### src/swmf_ram.sv
// Generic simple dual-read RAM: one write port, two registered read ports.
`default_nettype none

module swmf_ram #(
    parameter int WIDTH = 32,
    parameter int DEPTH = 64
) (
    input  wire logic                                   i_clk,
    input  wire logic                                   i_wr_en,
    input  wire logic [((DEPTH > 1) ? $clog2(DEPTH) : 1)-1:0] i_wr_addr,
    input  wire logic [WIDTH-1:0]                       i_wr_data,
    input  wire logic [((DEPTH > 1) ? $clog2(DEPTH) : 1)-1:0] i_rd_addr_a,
    output logic      [WIDTH-1:0]                       o_rd_data_a,
    input  wire logic [((DEPTH > 1) ? $clog2(DEPTH) : 1)-1:0] i_rd_addr_b,
    output logic      [WIDTH-1:0]                       o_rd_data_b
);

    logic [WIDTH-1:0] r_mem [DEPTH];

    always_ff @(posedge i_clk) begin
        if (i_wr_en) begin
            r_mem[i_wr_addr] <= i_wr_data;
        end
        o_rd_data_a <= r_mem[i_rd_addr_a];
        o_rd_data_b <= r_mem[i_rd_addr_b];
    end

endmodule : swmf_ram

`default_nettype wire

### config.mk
export PLATFORM = sky130hd
export DESIGN_NAME = swmf_ram
export DESIGN_NICKNAME = d
export VERILOG_FILES = /design/src/swmf_ram.sv
export SDC_FILE = /design/constraint.sdc
export NUM_CORES = 2
export LEC_CHECK = 0
export BUFFER_PORTS_ARGS = -buffer_cell sky130_fd_sc_hd__buf_2
export CORE_MARGIN = 1.5
export CORE_UTILIZATION = 30
export DETAILED_ROUTE_END_ITERATION = 12
export PLACE_DENSITY = 0.56
export SYNTH_ARGS = -nofsm -noshare
export SYNTH_HDL_FRONTEND = slang
export SYNTH_SLANG_ARGS = --single-unit
### constraint.sdc
create_clock -name i_clk -period 4.31 [get_ports i_clk]
set_input_delay 0.2155 -clock i_clk [delete_from_list [all_inputs] [get_ports i_clk]]
set_output_delay 0.2155 -clock i_clk [all_outputs]
set_load 0.1 [all_outputs]
# Word level (Yosys, flattened, before mapping)
# Memories as Yosys holds them, arrays and structs flattened. A register that Yosys moved wholly into a read port is not among the register bits.
# Cells that the tools add are included.
# Widths: inputs -> output; s select.
[totals]
reg_bits = 0
mem_bits_rw = 2048
in_bits = 52
output_inout_bits = 64
elab_cells = 3
n_memories = 1
[mem_list]
columns = ["name", "depth", "word_bits", "read_ports", "rd_clocked_by_memory_dff", "wr", "line", "text"]
rows = [
  ["r_mem", 64, 32, 2, 2, 1, "18", "logic [WIDTH-1:0] r_mem [DEPTH];"],
]
[op_classes]
muxes = 2
[op_table]
columns = ["op", "n"]
rows = [
  ["$mux 1", 2],
]

# Depth between registers and ports, before layout
[logic_depth]
depth_word = 2
ltp_mapped = 10
ltp_nobuf = 5

# Worst setup path after synthesis
# Ideal clock, no wire load.
[synth_path]
kind = "input -> register"
from = "input port i_wr_addr[3] in the netlist's numbering"
to = "memory r_mem[48][0], enable pin"
setup_time_ns = 0.461
arrival_time_ns = 2.945
required_time_ns = 3.849
slack_ns = 0.904
path_stages = 4
n_path_buf = 1
path_cell_list = "clkbuf_1 > nor2b_1 > nand4b_1 > nor3_1"
[synth_lines]
columns = ["item", "line", "text"]
rows = [
  ["from (decl)", "10", "input wire logic [((DEPTH > 1) ? $clog2(DEPTH) : 1)-1:0] i_wr_addr,"],
  ["to (decl)", "18", ""],
]
# No word-level cell before the write port.

==> results.json <==
{
  "yosys.area.top_type": "edfxtp_1",
  "grt_pass1_wl_mm": 441,
  "coreArea_um2": 318000,
  "ys_types": 38,
  "initial_core_util": 0.301,
  "synth_top_family_by_area": "multiplexers",
  "p_leak_uw": 0.0338,
  "netlist_area_um2": 95700,
  "synthCells": 4412,
  "busiest_layer": "met2",
  "final_cells": 9000,
  "ios": 116,
  "start_kind": "input port",
  "clock_sinks": 2112,
  "synth_edf_count": 2048,
  "antenna_found_initial": 31,
  "vias": 52200,
  "clk_latency_ns": 0.88,
  "avgSynthCellArea_um2": 21.7,
  "syn-num-nets": 4464,
  "track_usage": 0.195,
  "cp.arrival_ns": 3.40,
  "cts_tree": "yes",
  "use_met3": 0.0381,
  "crit_type": "input port to register",
  "drtIter0Drc": 6768,
  "grt_max_degree": 111,
  "slew_headroom": 0.119,
  "hold_viol": 0,
  "grt_pass1_vias": 53000,
  "drive_gt1_frac": 0.393,
  "synth-compound-area-share": 0.0239,
  "drv_slew": 0,
  "r2r_cells": 4,
  "cap_violations": 0,
  "final_core_util": 0.346,
  "powerDensity_nw_per_um2": 417,
  "ys.flop_type": "edfxtp_1",
  "vias_per_cell": 5.80,
  "synth_warnings": 0,
  "cts-htree-levels": 4,
  "outcome": "finished clean",
  "nFillCells": 29300,
  "met2_usage": 0.323,
  "fmax_mhz": 371,
  "synthArstFlopShare": 0,
  "area_growth_pct": 14.9,
  "cts_buffer_depth": 4,
  "yosysSeqAreaShare": 0.656,
  "fin_skew_ns": 0.0616,
  "root_buffer": "clkbuf_16",
  "avgRoutedWirePerCell_um": 35.6,
  "grtUsageMet1": 0.254,
  "fin_nets": 4688,
  "min_path_type": "input port to register",
  "final.setup.tns_ns": 0,
  "place_hpwl_mm": 186,
  "hold_slack_ns": 0.0210,
  "cp.required_ns": 5.01,
  "synth_fa_ha_area_frac": 0,
  "rsz0062_at_grt": "no",
  "ctsResizeCount": 0,
  "final_antenna_net_count": 0,
  "synth_xor_area_frac": 0,
  "die_y_um": 568,
  "fin_crit_sh": 0.626,
  "setup_viol": 0,
  "dp_cells": 8596,
  "clk_pin_slew_ns": 0.07,
  "vdd_drop_max_mv": 0.374,
  "cp-end-kind": "register",
  "row_count": 207,
  "netlist_top_cells_area": "edfxtp_1 (64%), mux4_2 (26%), mux2i_1 (2.1%), dfxtp_1 (1.3%), a22oi_1 (0.67%)",
  "path_max_fanout": 43,
  "timing_worst_slew_pin_value_ns": 1.32,
  "holdPathStages": 2,
  "drc_errors": 0,
  "fin_crit_ns": 2.70,
  "io_buffers": 115,
  "die_area_um2": 322000,
  "ys_ff_latch": 2112,
  "place_congestion": 0.802,
  "synthMuxAreaShare": 0.290,
  "yosys.area_share.simple": 0.0113,
  "die_w_um": 568,
  "cts_inserted_buffers": 215,
  "wirelength_mm": 321,
  "synth_top_area_share": 0.643,
  "dr.pass1.iters": 6,
  "grt_overflow": 0
}
## placed cells by master (no fill, tap or decap), types with 7 or more instances in the layout
master,n
clkbuf_8,23
nand3_1,9
a211oi_1,15
mux4_2,1124
a221oi_1,13
clkinv_1,43
a22oi_1,85
buf_2,105
nand2_1,91
mux2_2,36
nor2_1,30
dfxtp_1,64
o211ai_1,27
nor2_4,63
buf_12,77
o22ai_1,56
o32a_1,9
diode_2,13
edfxtp_1,2048
bufinv_16,15
a32oi_1,9
a21oi_1,58
o221ai_1,16
nor2b_1,16
clkbuf_1,47
nand2b_1,7
clkbuf_16,217
buf_4,160
clkinv_2,31
o21ai_1,31
o21ai_0,18
mux2i_1,204
## per-stage QoR
step / setup WS, ns / total power, µW / area, µm²
5_1_grt: 1.63 / 47000 / 110000
4_1_cts: 1.74 / 46100 / 110000
3_3_place_gp: 0.816 / 27700 / 103000
6_report: 1.61 / 45800 / 110000
2_1_floorplan: 0.904 / 26100 / 95700
3_5_place_dp: 0.795 / 27700 / 103000
## final timing paths
check	from	to	slack (ns)
worst max-delay path	i_rd_addr_b[0]	o_rd_data_b[4]	1.61
worst min-delay path	i_wr_data[19]	r_mem[29][19]	0.02
worst max register to register	r_mem[30][4]	o_rd_data_b[4]	1.90
worst min register to register	r_mem[36][13]	o_rd_data_a[13]	0.84
## logic make-up after synthesis
| group | count (synthesis) |
|---|---|
| AOI/OAI and AO/OA | 340 |
| buffers and inverters | 348 |
| DFF | 2112 |
| muxes | 1364 |
| and+or+nand+nor | 248 |
## worst max-delay path, cell delays in order
cell and delay [ns]:
buf_8 0.44, buf_12 0.38, buf_4 0.31, mux4_2 0.53
mux4_2 0.50, o22ai_1 0.61, a21oi_1 0.27
## final cells by class
| class | instances | area, µm² | share of cell area |
|---|---|---|---|
| Timing Repair Buffer | 354 | 3420 | 0.0311 |
| Inverter | 1 | 3.75 | 0.0000341 |
| Tap cell | 4180 | 5230 | 0.0476 |
| Antenna cell | 13 | 32.5 | 0.000296 |
| Clock buffer | 287 | 5920 | 0.0539 |
| Multi-Input combinational cell | 1952 | 31700 | 0.288 |
| Clock inverter | 101 | 893 | 0.00813 |
| Sequential cell | 2112 | 62800 | 0.571 |
## routing by layer
metal / share of wire / up-vias
li1: - / 20000
met1: 0.39 / 29100
met2: 0.49 / 2595
met3: 0.080 / 572
met4: 0.041 / 8
met5: 0.00014 / -
## synthesized netlist by cell type, types with 2 or more instances
cell type,n
a211oi_1,15
a21oi_1,58
a221oi_1,13
a22oi_1,85
a32oi_1,9
and2_1,6
buf_1,25
buf_2,121
buf_4,55
buf_6,11
clkbuf_1,135
dfxtp_1,64
edfxtp_1,2048
mux2_2,36
mux2i_1,204
mux4_2,1124
nand2_1,93
nand2b_1,8
nand3_1,9
nand3b_1,6
nand4_1,2
nor2_1,94
nor2b_1,19
nor3_1,3
o211ai_1,27
o21ai_0,18
o21ai_1,31
o221ai_1,16
o22ai_1,56
o32a_1,9
or2_2,3
or3_1,2
or3b_2,2
## power by group
part           internal [µW]  switching [µW]  total, µW
clock                  10500            8020      18500
sequential             22700             169      22900
combinational           1540            2840       4380
total                  34800           11000      45800
## state kept, by name, summed over array words and instances, names as in the netlist
| signal | count |
|---|---|
| o_rd_data_b | 32 |
| r_mem | 2048 |
| o_rd_data_a | 32 |
## repair_timing
action                                 in CTS  in global routing
hold buffers                                3                  0
endpoints found under the hold margin      44                  0
setup buffers                               0                  0
(Power assumes the default switching activity.)
